[config.mk]
export PLATFORM = sky130hd
export DESIGN_NAME = i2c_master_eeprom_byte_access_flat
export DESIGN_NICKNAME = d
export VERILOG_FILES = /design/src/rtl/core/i2cee_pkg.sv /design/src/rtl/core/i2cee_if.sv /design/src/rtl/core/i2cee_front.sv /design/src/rtl/core/i2cee_queue.sv /design/src/rtl/core/i2cee_back.sv /design/src/rtl/core/i2c_master_eeprom_byte_access.sv /design/src/flat_wrapper.sv
export VERILOG_INCLUDE_DIRS = /design/src /design/src/rtl/core
export SDC_FILE = /design/constraint.sdc
export NUM_CORES = 1
export LEC_CHECK = 0
export BUFFER_PORTS_ARGS = -buffer_cell sky130_fd_sc_hd__buf_2
export CORE_ASPECT_RATIO = 0.9
export CORE_MARGIN = 2
export CORE_UTILIZATION = 57
export DETAILED_ROUTE_END_ITERATION = 7
export PLACE_DENSITY = 0.84
export SLEW_MARGIN = 15
export SYNTH_ARGS = -nofsm -noshare
export SYNTH_HDL_FRONTEND = slang
export SYNTH_SLANG_ARGS = --single-unit
[constraint.sdc]
create_clock -name clk -period 4.89 [get_ports clk]
set_clock_uncertainty 0.1 [all_clocks]
set_input_delay 0 -clock clk [delete_from_list [all_inputs] [get_ports clk]]
set_output_delay 0 -clock clk [all_outputs]
set_load 0.005 [all_outputs]
[src/rtl/core/i2c_master_eeprom_byte_access_assert.svh]
// assertion macros shared by the rtl files
`ifndef I2C_MASTER_EEPROM_BYTE_ACCESS_ASSERT_SVH
`define I2C_MASTER_EEPROM_BYTE_ACCESS_ASSERT_SVH

`ifndef SYNTH

// same-cycle implication
`define I2CEE_ASSERT_IMP(lbl, clk, rst_n, ante, cons, msg) \
    lbl: assert property (@(posedge clk) disable iff (!rst_n) (ante) |-> (cons)) \
    else $error(msg);

// next-cycle implication
`define I2CEE_ASSERT_NXT(lbl, clk, rst_n, ante, cons, msg) \
    lbl: assert property (@(posedge clk) disable iff (!rst_n) (ante) |=> (cons)) \
    else $error(msg);

`else

`define I2CEE_ASSERT_IMP(lbl, clk, rst_n, ante, cons, msg)

`define I2CEE_ASSERT_NXT(lbl, clk, rst_n, ante, cons, msg)

`endif

`endif

[src/rtl/core/i2cee_pkg.sv]
`timescale 1ns / 1ps
`default_nettype none

package i2cee_pkg;

    // widths of the fixed fields
    localparam int CMD_W       = 2;
    localparam int BYTE_W      = 8;
    localparam int DEV_ADDR_W  = 7;
    localparam int ACK_W       = 8;
    localparam int CFG_DATA_W  = 16;
    localparam int CFG_INDEX_W = 2;

    // defaults for the top level parameters
    localparam int DELAY_BITS_DEF  = 16;
    localparam int QUEUE_DEPTH_DEF = 4;

    // register indexes
    localparam logic [CFG_INDEX_W-1:0] CFG_DEVICE_ADDRESS  = 2'd0;
    localparam logic [CFG_INDEX_W-1:0] CFG_TICKS_PER_DELAY = 2'd1;
    localparam logic [CFG_INDEX_W-1:0] CFG_ACK_TIMEOUT     = 2'd2;

    // register reset values
    localparam logic [DEV_ADDR_W-1:0] DEV_ADDR_RESET    = 7'h50;
    localparam logic [CFG_DATA_W-1:0] TPD_RESET         = 16'd1000;
    localparam logic [ACK_W-1:0]      ACK_TIMEOUT_RESET = 8'd9;

    // command codes on the input word
    localparam logic [CMD_W-1:0] CMD_CODE_WRITE = 2'd1;
    localparam logic [CMD_W-1:0] CMD_CODE_READ  = 2'd2;

    // bits in one byte, as a bit counter value
    localparam logic [3:0] BYTE_BITS = 4'd8;

    typedef enum logic [1:0] {
        CMD_TICK,
        CMD_WRITE,
        CMD_READ
    } cmd_t;

    // classified word between front and back
    typedef struct packed {
        cmd_t              cmd;
        logic [BYTE_W-1:0] mem_addr;
        logic [BYTE_W-1:0] write_data;
        logic              sda_in;
    } word_t;

    typedef enum logic [3:0] {
        PH_IDLE,
        PH_START_A,
        PH_START_B,
        PH_BIT_LOW,
        PH_BIT_HIGH,
        PH_ACK_LOW,
        PH_ACK_HIGH,
        PH_RS_LOW,
        PH_RS_HIGH,
        PH_RD_LOW,
        PH_RD_HIGH,
        PH_NACK_LOW,
        PH_NACK_HIGH,
        PH_STOP_A,
        PH_STOP_B,
        PH_STOP_C
    } phase_t;

    // which byte of the transaction is on the bus
    typedef enum logic [1:0] {
        ST_DEV,
        ST_ADDR,
        ST_DATA
    } stage_t;

    typedef struct packed {
        logic              scl_level;
        logic              sda_level;
        logic              busy_res;
        logic              done_res;
        logic [BYTE_W-1:0] read_data;
        logic              ack_error;
    } rsp_t;

endpackage

`default_nettype wire

[src/rtl/core/i2cee_if.sv]
`timescale 1ns / 1ps
`default_nettype none

// tick channel into the block
interface i2cee_in_if
    import i2cee_pkg::*;
();
    logic              valid;
    logic              ready;
    logic [CMD_W-1:0]  command;
    logic [BYTE_W-1:0] mem_addr;
    logic [BYTE_W-1:0] write_data;
    logic              sda_in;

    modport source (output valid, output command, output mem_addr, output write_data,
                    output sda_in, input ready);
    modport sink   (input valid, input command, input mem_addr, input write_data,
                    input sda_in, output ready);
endinterface

// bus status channel out of the block
interface i2cee_out_if
    import i2cee_pkg::*;
();
    logic              valid;
    logic              ready;
    logic              scl_level;
    logic              sda_level;
    logic              busy_res;
    logic              done_res;
    logic [BYTE_W-1:0] read_data;
    logic              ack_error;

    modport source (output valid, output scl_level, output sda_level, output busy_res,
                    output done_res, output read_data, output ack_error, input ready);
    modport sink   (input valid, input scl_level, input sda_level, input busy_res,
                    input done_res, input read_data, input ack_error, output ready);
endinterface

`default_nettype wire

[src/rtl/core/i2cee_front.sv]
`timescale 1ns / 1ps
`default_nettype none

module i2cee_front
    import i2cee_pkg::*;
(
    input  logic     clk,
    input  logic     rst_n,
    i2cee_in_if.sink tick,
    output logic     push,
    output word_t    push_word,
    input  logic     q_full
);

    logic  hold_valid_reg;
    word_t hold_word_reg;
    word_t class_word;
    logic  accept;

    // take a word whenever the holding register is empty or drains this cycle
    assign tick.ready = !hold_valid_reg || !q_full;
    assign accept     = tick.valid && tick.ready;
    assign push       = hold_valid_reg && !q_full;
    assign push_word  = hold_word_reg;

    // classify the command code, unused codes are plain ticks
    always_comb
    begin
        class_word.mem_addr   = tick.mem_addr;
        class_word.write_data = tick.write_data;
        class_word.sda_in     = tick.sda_in;
        unique case (tick.command)
            CMD_CODE_WRITE: class_word.cmd = CMD_WRITE;
            CMD_CODE_READ:  class_word.cmd = CMD_READ;
            default:        class_word.cmd = CMD_TICK;
        endcase
    end

    // holding register valid
    always_ff @(posedge clk or negedge rst_n)
    begin
        if (!rst_n)
        begin
            hold_valid_reg <= 1'b0;
        end
        else if (accept)
        begin
            hold_valid_reg <= 1'b1;
        end
        else if (push)
        begin
            hold_valid_reg <= 1'b0;
        end
    end

    // holding register payload
    always_ff @(posedge clk)
    begin
        if (accept)
        begin
            hold_word_reg <= class_word;
        end
    end

endmodule

`default_nettype wire

[src/rtl/core/i2cee_queue.sv]
`timescale 1ns / 1ps
`default_nettype none

`include "i2c_master_eeprom_byte_access_assert.svh"

module i2cee_queue
    import i2cee_pkg::*;
#(
    parameter int DEPTH = QUEUE_DEPTH_DEF
)
(
    input  logic  clk,
    input  logic  rst_n,
    input  logic  push,
    input  word_t push_word,
    output logic  full,
    input  logic  pop,
    output logic  q_valid,
    output word_t head_word
);

    localparam int PTR_W = $clog2(DEPTH);
    localparam int CNT_W = $clog2(DEPTH + 1);

    word_t             slot_reg [DEPTH];
    logic [PTR_W-1:0]  wr_ptr_reg;
    logic [PTR_W-1:0]  rd_ptr_reg;
    logic [CNT_W-1:0]  count_reg;

    assign full      = (count_reg == CNT_W'(DEPTH));
    assign q_valid   = (count_reg != '0);
    assign head_word = slot_reg[rd_ptr_reg];

    // pointers and fill count
    always_ff @(posedge clk or negedge rst_n)
    begin
        if (!rst_n)
        begin
            wr_ptr_reg <= '0;
            rd_ptr_reg <= '0;
            count_reg  <= '0;
        end
        else
        begin
            if (push)
            begin
                wr_ptr_reg <= (wr_ptr_reg == PTR_W'(DEPTH - 1)) ? '0 : wr_ptr_reg + 1'b1;
            end
            if (pop)
            begin
                rd_ptr_reg <= (rd_ptr_reg == PTR_W'(DEPTH - 1)) ? '0 : rd_ptr_reg + 1'b1;
            end
            if (push && !pop)
            begin
                count_reg <= count_reg + 1'b1;
            end
            else if (pop && !push)
            begin
                count_reg <= count_reg - 1'b1;
            end
        end
    end

    // storage
    always_ff @(posedge clk)
    begin
        if (push)
        begin
            slot_reg[wr_ptr_reg] <= push_word;
        end
    end

    `I2CEE_ASSERT_IMP(a_q_no_overflow, clk, rst_n, push, !full || pop, "push into full queue")
    `I2CEE_ASSERT_IMP(a_q_no_underflow, clk, rst_n, pop, q_valid, "pop from empty queue")

endmodule

`default_nettype wire

[src/rtl/core/i2cee_back.sv]
`timescale 1ns / 1ps
`default_nettype none

`include "i2c_master_eeprom_byte_access_assert.svh"

module i2cee_back
    import i2cee_pkg::*;
#(
    parameter int DELAY_BITS = DELAY_BITS_DEF
)
(
    input  logic                  clk,
    input  logic                  rst_n,
    input  logic                  q_valid,
    input  word_t                 q_word,
    output logic                  q_pop,
    input  logic [DEV_ADDR_W-1:0] device_address,
    input  logic [DELAY_BITS-1:0] ticks_per_delay,
    input  logic [ACK_W-1:0]      ack_timeout,
    i2cee_out_if.source           status
);

    phase_t                phase_reg, phase_next;
    stage_t                stage_reg, stage_next;
    logic [3:0]            bit_count_reg, bit_count_next;
    logic [BYTE_W-1:0]     shift_byte_reg, shift_byte_next;
    logic [DELAY_BITS-1:0] delay_count_reg, delay_count_next;
    logic [ACK_W-1:0]      ack_wait_count_reg, ack_wait_count_next;
    logic [BYTE_W-1:0]     held_addr_reg, held_addr_next;
    logic [BYTE_W-1:0]     held_data_reg, held_data_next;
    logic                  is_read_reg, is_read_next;
    logic [BYTE_W-1:0]     read_byte_reg, read_byte_next;
    logic                  ack_fault_reg, ack_fault_next;
    logic                  done_next;
    logic                  after_ack;

    logic [DELAY_BITS:0]   dc_inc;
    logic [DELAY_BITS:0]   limit;
    logic [3:0]            bc_inc;
    logic [BYTE_W-1:0]     rd_shift;

    logic                  out_valid_reg;
    rsp_t                  rsp_reg, rsp_next;

    // one tick is processed when the output register can take its status
    assign q_pop = q_valid && (!out_valid_reg || status.ready);

    // delay phase length, zero counts as one tick
    assign dc_inc   = {1'b0, delay_count_reg} + (DELAY_BITS + 1)'(1);
    assign limit    = (ticks_per_delay == '0) ? (DELAY_BITS + 1)'(1)
                                              : {1'b0, ticks_per_delay};
    assign bc_inc   = bit_count_reg + 4'd1;
    assign rd_shift = {shift_byte_reg[BYTE_W-2:0], q_word.sda_in};

    // sequencer state registers
    always_ff @(posedge clk or negedge rst_n)
    begin
        if (!rst_n)
        begin
            phase_reg          <= PH_IDLE;
            stage_reg          <= ST_DEV;
            bit_count_reg      <= '0;
            shift_byte_reg     <= '0;
            delay_count_reg    <= '0;
            ack_wait_count_reg <= '0;
            held_addr_reg      <= '0;
            held_data_reg      <= '0;
            is_read_reg        <= 1'b0;
            read_byte_reg      <= '0;
            ack_fault_reg      <= 1'b0;
        end
        else
        begin
            phase_reg          <= phase_next;
            stage_reg          <= stage_next;
            bit_count_reg      <= bit_count_next;
            shift_byte_reg     <= shift_byte_next;
            delay_count_reg    <= delay_count_next;
            ack_wait_count_reg <= ack_wait_count_next;
            held_addr_reg      <= held_addr_next;
            held_data_reg      <= held_data_next;
            is_read_reg        <= is_read_next;
            read_byte_reg      <= read_byte_next;
            ack_fault_reg      <= ack_fault_next;
        end
    end

    // next state for one tick
    always_comb
    begin
        phase_next          = phase_reg;
        stage_next          = stage_reg;
        bit_count_next      = bit_count_reg;
        shift_byte_next     = shift_byte_reg;
        delay_count_next    = delay_count_reg;
        ack_wait_count_next = ack_wait_count_reg;
        held_addr_next      = held_addr_reg;
        held_data_next      = held_data_reg;
        is_read_next        = is_read_reg;
        read_byte_next      = read_byte_reg;
        ack_fault_next      = ack_fault_reg;
        done_next           = 1'b0;
        after_ack           = 1'b0;

        if (q_pop)
        begin
            if (phase_reg == PH_IDLE)
            begin
                // a command only starts from idle
                if (q_word.cmd != CMD_TICK)
                begin
                    held_addr_next   = q_word.mem_addr;
                    held_data_next   = q_word.write_data;
                    is_read_next     = (q_word.cmd == CMD_READ);
                    ack_fault_next   = 1'b0;
                    stage_next       = ST_DEV;
                    shift_byte_next  = {device_address, 1'b0};
                    bit_count_next   = '0;
                    delay_count_next = '0;
                    phase_next       = PH_START_A;
                end
            end
            else if (dc_inc < limit)
            begin
                delay_count_next = dc_inc[DELAY_BITS-1:0];
            end
            else
            begin
                delay_count_next = '0;
                unique case (phase_reg)
                    PH_IDLE:      phase_next = PH_IDLE;
                    PH_START_A:   phase_next = PH_START_B;
                    PH_START_B:
                    begin
                        bit_count_next = '0;
                        phase_next     = PH_BIT_LOW;
                    end
                    PH_BIT_LOW:   phase_next = PH_BIT_HIGH;
                    PH_BIT_HIGH:
                    begin
                        shift_byte_next = {shift_byte_reg[BYTE_W-2:0], 1'b0};
                        bit_count_next  = bc_inc;
                        if (bc_inc >= BYTE_BITS)
                        begin
                            ack_wait_count_next = '0;
                            phase_next          = PH_ACK_LOW;
                        end
                        else
                        begin
                            phase_next = PH_BIT_LOW;
                        end
                    end
                    PH_ACK_LOW:   phase_next = PH_ACK_HIGH;
                    PH_ACK_HIGH:
                    begin
                        // timeout wins over a late acknowledge
                        if (ack_wait_count_reg == ack_timeout)
                        begin
                            ack_fault_next = 1'b1;
                            after_ack      = 1'b1;
                        end
                        else if (!q_word.sda_in)
                        begin
                            after_ack = 1'b1;
                        end
                        else
                        begin
                            ack_wait_count_next = ack_wait_count_reg + 1'b1;
                        end
                    end
                    PH_RS_LOW:    phase_next = PH_RS_HIGH;
                    PH_RS_HIGH:
                    begin
                        stage_next      = ST_DATA;
                        shift_byte_next = {device_address, 1'b1};
                        bit_count_next  = '0;
                        phase_next      = PH_START_A;
                    end
                    PH_RD_LOW:    phase_next = PH_RD_HIGH;
                    PH_RD_HIGH:
                    begin
                        shift_byte_next = rd_shift;
                        bit_count_next  = bc_inc;
                        if (bc_inc >= BYTE_BITS)
                        begin
                            read_byte_next = rd_shift;
                            phase_next     = PH_NACK_LOW;
                        end
                        else
                        begin
                            phase_next = PH_RD_LOW;
                        end
                    end
                    PH_NACK_LOW:  phase_next = PH_NACK_HIGH;
                    PH_NACK_HIGH: phase_next = PH_STOP_A;
                    PH_STOP_A:    phase_next = PH_STOP_B;
                    PH_STOP_B:    phase_next = PH_STOP_C;
                    PH_STOP_C:
                    begin
                        phase_next = PH_IDLE;
                        done_next  = 1'b1;
                    end
                endcase

                // pick the next byte once an acknowledge slot ends
                if (after_ack)
                begin
                    priority if (stage_reg == ST_DEV)
                    begin
                        stage_next      = ST_ADDR;
                        shift_byte_next = held_addr_reg;
                        bit_count_next  = '0;
                        phase_next      = PH_BIT_LOW;
                    end
                    else if (stage_reg == ST_ADDR && is_read_reg)
                    begin
                        phase_next = PH_RS_LOW;
                    end
                    else if (stage_reg == ST_ADDR)
                    begin
                        stage_next      = ST_DATA;
                        shift_byte_next = held_data_reg;
                        bit_count_next  = '0;
                        phase_next      = PH_BIT_LOW;
                    end
                    else if (stage_reg == ST_DATA && is_read_reg)
                    begin
                        shift_byte_next = '0;
                        bit_count_next  = '0;
                        phase_next      = PH_RD_LOW;
                    end
                    else
                    begin
                        phase_next = PH_STOP_A;
                    end
                end
            end
        end
    end

    // bus levels and status after the tick
    always_comb
    begin
        rsp_next.busy_res  = (phase_next != PH_IDLE);
        rsp_next.done_res  = done_next;
        rsp_next.read_data = read_byte_next;
        rsp_next.ack_error = ack_fault_next;
        unique case (phase_next)
            PH_START_A:
            begin
                rsp_next.scl_level = 1'b1;
                rsp_next.sda_level = 1'b0;
            end
            PH_START_B, PH_STOP_A:
            begin
                rsp_next.scl_level = 1'b0;
                rsp_next.sda_level = 1'b0;
            end
            PH_BIT_LOW:
            begin
                rsp_next.scl_level = 1'b0;
                rsp_next.sda_level = shift_byte_next[BYTE_W-1];
            end
            PH_BIT_HIGH:
            begin
                rsp_next.scl_level = 1'b1;
                rsp_next.sda_level = shift_byte_next[BYTE_W-1];
            end
            PH_STOP_B:
            begin
                rsp_next.scl_level = 1'b1;
                rsp_next.sda_level = 1'b0;
            end
            PH_ACK_LOW, PH_RS_LOW, PH_RD_LOW, PH_NACK_LOW:
            begin
                rsp_next.scl_level = 1'b0;
                rsp_next.sda_level = 1'b1;
            end
            default:
            begin
                rsp_next.scl_level = 1'b1;
                rsp_next.sda_level = 1'b1;
            end
        endcase
    end

    // output register valid
    always_ff @(posedge clk or negedge rst_n)
    begin
        if (!rst_n)
        begin
            out_valid_reg <= 1'b0;
        end
        else if (q_pop)
        begin
            out_valid_reg <= 1'b1;
        end
        else if (status.ready)
        begin
            out_valid_reg <= 1'b0;
        end
    end

    // output register payload
    always_ff @(posedge clk)
    begin
        if (q_pop)
        begin
            rsp_reg <= rsp_next;
        end
    end

    assign status.valid     = out_valid_reg;
    assign status.scl_level = rsp_reg.scl_level;
    assign status.sda_level = rsp_reg.sda_level;
    assign status.busy_res  = rsp_reg.busy_res;
    assign status.done_res  = rsp_reg.done_res;
    assign status.read_data = rsp_reg.read_data;
    assign status.ack_error = rsp_reg.ack_error;

    `I2CEE_ASSERT_IMP(a_stall_no_step, clk, rst_n, out_valid_reg && !status.ready, !q_pop, "tick processed while status word stalled")
    `I2CEE_ASSERT_IMP(a_bit_count_range, clk, rst_n, 1'b1, bit_count_reg <= BYTE_BITS, "bit counter past one byte")
    `I2CEE_ASSERT_IMP(a_done_not_busy, clk, rst_n, out_valid_reg && rsp_reg.done_res, !rsp_reg.busy_res, "done reported while busy")

endmodule

`default_nettype wire

[src/rtl/core/i2c_master_eeprom_byte_access.sv]
// channel   | dir | handshake     | word
// ----------+-----+---------------+----------------------------------------------
// tick      | in  | valid/ready   | command, mem_addr, write_data, sda_in
// status    | out | valid/ready   | scl_level, sda_level, busy_res, done_res,
//           |     |               | read_data, ack_error
// cfg       | in  | cfg_we only   | cfg_index, cfg_data
//
// one tick word is taken and one status word is produced every cycle while status words are accepted
// a tick passes through the front holding register, a queue slot and the status register
// the bus sequencer computes the whole update for one tick combinationally into the status register
// reset clears the sequencer to idle and loads the register defaults
// a stalled status word stops the sequencer; the queue and front register
// keep taking ticks until they fill
`timescale 1ns / 1ps
`default_nettype none

module i2c_master_eeprom_byte_access
    import i2cee_pkg::*;
#(
    parameter int DELAY_BITS  = DELAY_BITS_DEF,
    parameter int QUEUE_DEPTH = QUEUE_DEPTH_DEF
)
(
    input  logic                   clk,
    input  logic                   rst_n,
    i2cee_in_if.sink               tick,
    i2cee_out_if.source            status,
    input  logic                   cfg_we,
    input  logic [CFG_INDEX_W-1:0] cfg_index,
    input  logic [CFG_DATA_W-1:0]  cfg_data
);

    logic [DEV_ADDR_W-1:0] device_address_reg;
    logic [DELAY_BITS-1:0] ticks_per_delay_reg;
    logic [ACK_W-1:0]      ack_timeout_reg;

    logic  push;
    word_t push_word;
    logic  q_full;
    logic  q_pop;
    logic  q_valid;
    word_t head_word;

    // configuration registers
    always_ff @(posedge clk or negedge rst_n)
    begin
        if (!rst_n)
        begin
            device_address_reg  <= DEV_ADDR_RESET;
            ticks_per_delay_reg <= DELAY_BITS'(TPD_RESET);
            ack_timeout_reg     <= ACK_TIMEOUT_RESET;
        end
        else if (cfg_we)
        begin
            unique case (cfg_index)
                CFG_DEVICE_ADDRESS:  device_address_reg  <= cfg_data[DEV_ADDR_W-1:0];
                CFG_TICKS_PER_DELAY: ticks_per_delay_reg <= DELAY_BITS'(cfg_data);
                CFG_ACK_TIMEOUT:     ack_timeout_reg     <= cfg_data[ACK_W-1:0];
                default:             ack_timeout_reg     <= ack_timeout_reg;
            endcase
        end
    end

    // accept and classify
    i2cee_front u_front (
        .clk       (clk),
        .rst_n     (rst_n),
        .tick      (tick),
        .push      (push),
        .push_word (push_word),
        .q_full    (q_full)
    );

    // decoupling queue
    i2cee_queue #(
        .DEPTH (QUEUE_DEPTH)
    ) u_queue (
        .clk       (clk),
        .rst_n     (rst_n),
        .push      (push),
        .push_word (push_word),
        .full      (q_full),
        .pop       (q_pop),
        .q_valid   (q_valid),
        .head_word (head_word)
    );

    // bus sequencer
    i2cee_back #(
        .DELAY_BITS (DELAY_BITS)
    ) u_back (
        .clk             (clk),
        .rst_n           (rst_n),
        .q_valid         (q_valid),
        .q_word          (head_word),
        .q_pop           (q_pop),
        .device_address  (device_address_reg),
        .ticks_per_delay (ticks_per_delay_reg),
        .ack_timeout     (ack_timeout_reg),
        .status          (status)
    );

endmodule

`default_nettype wire
[src/flat_wrapper.sv]
// flat-port wrapper written by rule: the top's interface ports become plain ports
module i2c_master_eeprom_byte_access_flat import i2cee_pkg::*;
#(
    parameter int DELAY_BITS  = DELAY_BITS_DEF,
    parameter int QUEUE_DEPTH = QUEUE_DEPTH_DEF
)
  (clk, rst_n, cfg_we, cfg_index, cfg_data, tick_valid, tick_command, tick_mem_addr, tick_write_data, tick_sda_in, tick_ready, status_valid, status_scl_level, status_sda_level, status_busy_res, status_done_res, status_read_data, status_ack_error, status_ready);
  i2cee_in_if tick_i ();
  i2cee_out_if status_i ();
  input  logic clk;
  input  logic rst_n;
  input  logic cfg_we;
  input  logic [CFG_INDEX_W-1:0] cfg_index;
  input  logic [CFG_DATA_W-1:0] cfg_data;
  input wire logic [$bits(tick_i.valid)-1:0] tick_valid;
  input wire logic [$bits(tick_i.command)-1:0] tick_command;
  input wire logic [$bits(tick_i.mem_addr)-1:0] tick_mem_addr;
  input wire logic [$bits(tick_i.write_data)-1:0] tick_write_data;
  input wire logic [$bits(tick_i.sda_in)-1:0] tick_sda_in;
  output wire logic [$bits(tick_i.ready)-1:0] tick_ready;
  output wire logic [$bits(status_i.valid)-1:0] status_valid;
  output wire logic [$bits(status_i.scl_level)-1:0] status_scl_level;
  output wire logic [$bits(status_i.sda_level)-1:0] status_sda_level;
  output wire logic [$bits(status_i.busy_res)-1:0] status_busy_res;
  output wire logic [$bits(status_i.done_res)-1:0] status_done_res;
  output wire logic [$bits(status_i.read_data)-1:0] status_read_data;
  output wire logic [$bits(status_i.ack_error)-1:0] status_ack_error;
  input wire logic [$bits(status_i.ready)-1:0] status_ready;
  assign tick_i.valid = tick_valid;
  assign tick_i.command = tick_command;
  assign tick_i.mem_addr = tick_mem_addr;
  assign tick_i.write_data = tick_write_data;
  assign tick_i.sda_in = tick_sda_in;
  assign tick_ready = tick_i.ready;
  assign status_valid = status_i.valid;
  assign status_scl_level = status_i.scl_level;
  assign status_sda_level = status_i.sda_level;
  assign status_busy_res = status_i.busy_res;
  assign status_done_res = status_i.done_res;
  assign status_read_data = status_i.read_data;
  assign status_ack_error = status_i.ack_error;
  assign status_i.ready = status_ready;
  i2c_master_eeprom_byte_access #(.DELAY_BITS(DELAY_BITS), .QUEUE_DEPTH(QUEUE_DEPTH)) u_core (.clk(clk), .rst_n(rst_n), .tick(tick_i), .status(status_i), .cfg_we(cfg_we), .cfg_index(cfg_index), .cfg_data(cfg_data));
endmodule
==> run summary <==
Setup violations, final: 0
CP Capture Type: flip-flop
Clk buf depth: 3
#FFs+latches synth: 216
Worst-path clk slew: 0.06 ns
Ys flop type: edfxtp_1
DR vias/cell: 6.07
Clock sink total: 216
Reg2reg path depth: 15
Mapped cell area: 0.00977 mm²
Grt ovf: 0
Min-delay worst type: input port to async pin
Max_cap viols: 0
Drt first pass iters: 5
Worst-path fanout max: 14
Post-route cell area: 0.0115 mm²
Ant. Diodes: 0
Synthesized Nets: 805
H-Tree Depth: 1
Core Rows: 45
NumNets Final: 911
Chip Height: 128 µm
HPWL after DPL: 13700 µm
Slew Limit Fails: 0
DRC viols: 0
Setup crit start kind: flip-flop
Reg2reg start: u_core.u_back.delay_count_reg[0]$_DFFE_PN0P_
CTS tree: yes
Post-CTS setup buffer count: 0
Initial Util: 0.580
Power Total: 5.82 mW
Most frequent cells in the layout: edfxtp_1 (108), dfrtp_1 (98), mux2_2 (57)
Period utilization: 0.929
Port bufs: 56
Leakage: 4.65 nW
RSZ-0062 raised after global routing: no
Post-CTS sizing: 0
Count of hold buffers inserted by post-cts repair: 43
Status: finished, final reports clean
Vias in the first global route: 6616
Num CTS Buffers: 21
Setup TNS: 0 ns
Library cells used by synthesis: 70
Seq/Total Area, Yosys: 0.610
Io pins: 57
Clock root cell: clkbuf_16
1st-iter DRT viols: 604
Overall routed net length: 21200 µm
Final std cells w/o fill: 1070
Peak supply drop: 366 µV
Worst Max-Slew Pin Slew: 1.03 ns
EDFF count, synth: 108
Fin. Hold Viols: 0
Initial antenna violation count: 0
Via count: 6491
Largest net degree at the start of global routing: 68
Commonest non-fill, non-tap cell in the layout: edfxtp_1
Routed Antenna Nets: 0
R2R Setup Slk: 0.35 ns
Skew-Pair Late Insertion Delay: 0.50 ns
Core ar.: 0.0168 mm²
Placed instance area: 0.0103 mm²
R2r endpoint: u_core.u_back.bit_count_reg[2]$_DFFE_PN0P_
Max reg flops: 76
Worst endpoint required time: 5.23 ns
Area of the die: 0.0182 mm²
Max transition margin: 0.310
Fmax achieved: 0.220 GHz
Post-layout minimum cycle time: 4.54 ns
Power density cells: 508 mW/mm²
First-pass GRT wire length: 34400 µm
Fraction of layout cells with a size suffix above 1: 0.228
Yosys warning count: 0
Async S/R FF share, synth: 0.500
Area Overhead vs Synth: 17.3%
Critical Path AT: 4.88 ns
Die width: 142 µm
Setup CP Type: flip-flop to flip-flop
Placed instance count: 989
Mapped Cells: 738
Total GRT Usage: 0.240
WL/cell: 19.8 µm
Average cell area after synthesis: 13.2 µm²
Routability cong.: 0.927
Hold_ws: 0.0616 ns
==> worst max path at each step <==
stage	endpoint	from	depth (start not counted)	slack (ns)
final	u_core.u_back.bit_count_reg[2]$_DFFE_PN0P_	u_core.u_back.delay_count_reg[0]$_DFFE_PN0P_	15	0.35
after global routing	u_core.u_back.bit_count_reg[2]$_DFFE_PN0P_	u_core.u_back.delay_count_reg[0]$_DFFE_PN0P_	15	0.003
after CTS	u_core.u_back.bit_count_reg[2]$_DFFE_PN0P_	u_core.u_back.delay_count_reg[0]$_DFFE_PN0P_	15	0.44
after detailed placement	u_core.u_back.bit_count_reg[2]$_DFFE_PN0P_	u_core.u_back.delay_count_reg[0]$_DFFE_PN0P_	15	0.47
after global placement	u_core.u_back.bit_count_reg[2]$_DFFE_PN0P_	u_core.u_back.delay_count_reg[0]$_DFFE_PN0P_	15	0.57
after floorplan	u_core.u_back.status.busy_res$_DFFE_PP_	u_core.u_back.delay_count_reg[0]$_DFFE_PN0P_	15	0.92
==> cells in the mapped netlist (all sizes together) (5+ instances only) <==
cell type  instances  share of area
a211oi             5         0.0044
a21o               6         0.0046
a21oi             24          0.012
a221oi             6         0.0054
a22o               9         0.0081
a32oi              8         0.0072
and2              12         0.0077
and3               8         0.0051
clkbuf            19         0.0073
dfrtp             98           0.25
dfstp             10          0.027
edfxtp           108           0.33
ha                24          0.031
inv               35          0.013
mux2              59          0.069
mux4              17          0.039
nand2             47          0.018
nand2b             6         0.0046
nand3             30          0.017
nand4              5         0.0032
nor2              39          0.015
nor2b              5         0.0032
nor3              13         0.0072
nor4               7         0.0045
o21ai             41          0.021
o22ai              7         0.0045
o31ai              5         0.0038
or3                8         0.0051
xnor2             11         0.0099
xor2              16          0.014
==> cell families after synthesis <==
group,count (synthesis),synth area share
flip-flops,216,0.610
XOR/XNOR,27,0.0242
buffers and inverters,59,0.0239
multiplexers,76,0.108
AND/OR/NAND/NOR,192,0.101
AO/OA/AOI/OAI,143,0.100
adder cells (fa/ha/maj),25,0.0328
==> layout make-up <==
cell class,count,area (µm²)
Inverter,36,135
Fill cell,1120,5380
Sequential cell,216,5960
Timing Repair Buffer,106,766
Multi-Input combinational cell,463,3580
Clock buffer,27,588
Tap cell,211,264
Clock inverter,11,163
==> per-stage QoR <==
step	utilization	setup WS (ns)
after global placement	0.610	0.570
after global routing	0.681	0.00285
final	0.681	0.346
after detailed placement	0.610	0.474
after floorplan	-	0.918
after CTS	0.681	0.444
==> report_power, final <==
group          internal (mW)  total [mW]  leakage (nW)  switching, mW
registers               2.38        2.70          2.37          0.325
clock network           1.06        1.74         0.365          0.681
logic                  0.620        1.38          1.91          0.758
==> metal layers <==
metal	track usage	up-vias	share of wire
met5	0	-	0
met4	0.0759	0	0.027
met3	0.0411	50	0.057
met2	0.396	231	0.48
met1	0.331	3220	0.43
li1	-	2990	-
==> critical path, stage by stage (launching register included) <==
cell      delay [ns]
dfrtp_1         0.44
ha_1            0.27
and3_1          0.35
and3_1          0.27
and3_1          0.18
xor2_1          0.22
ha_1            0.19
nand3_1         0.12
or3_1           0.41
o311ai_2        0.08
a211oi_2        0.11
nor2_1          0.80
o21ai_0         0.16
buf_4           0.21
or4_1           0.50
nand2_1         0.07
No activity file was read; power rests on OpenSTA's default activity.
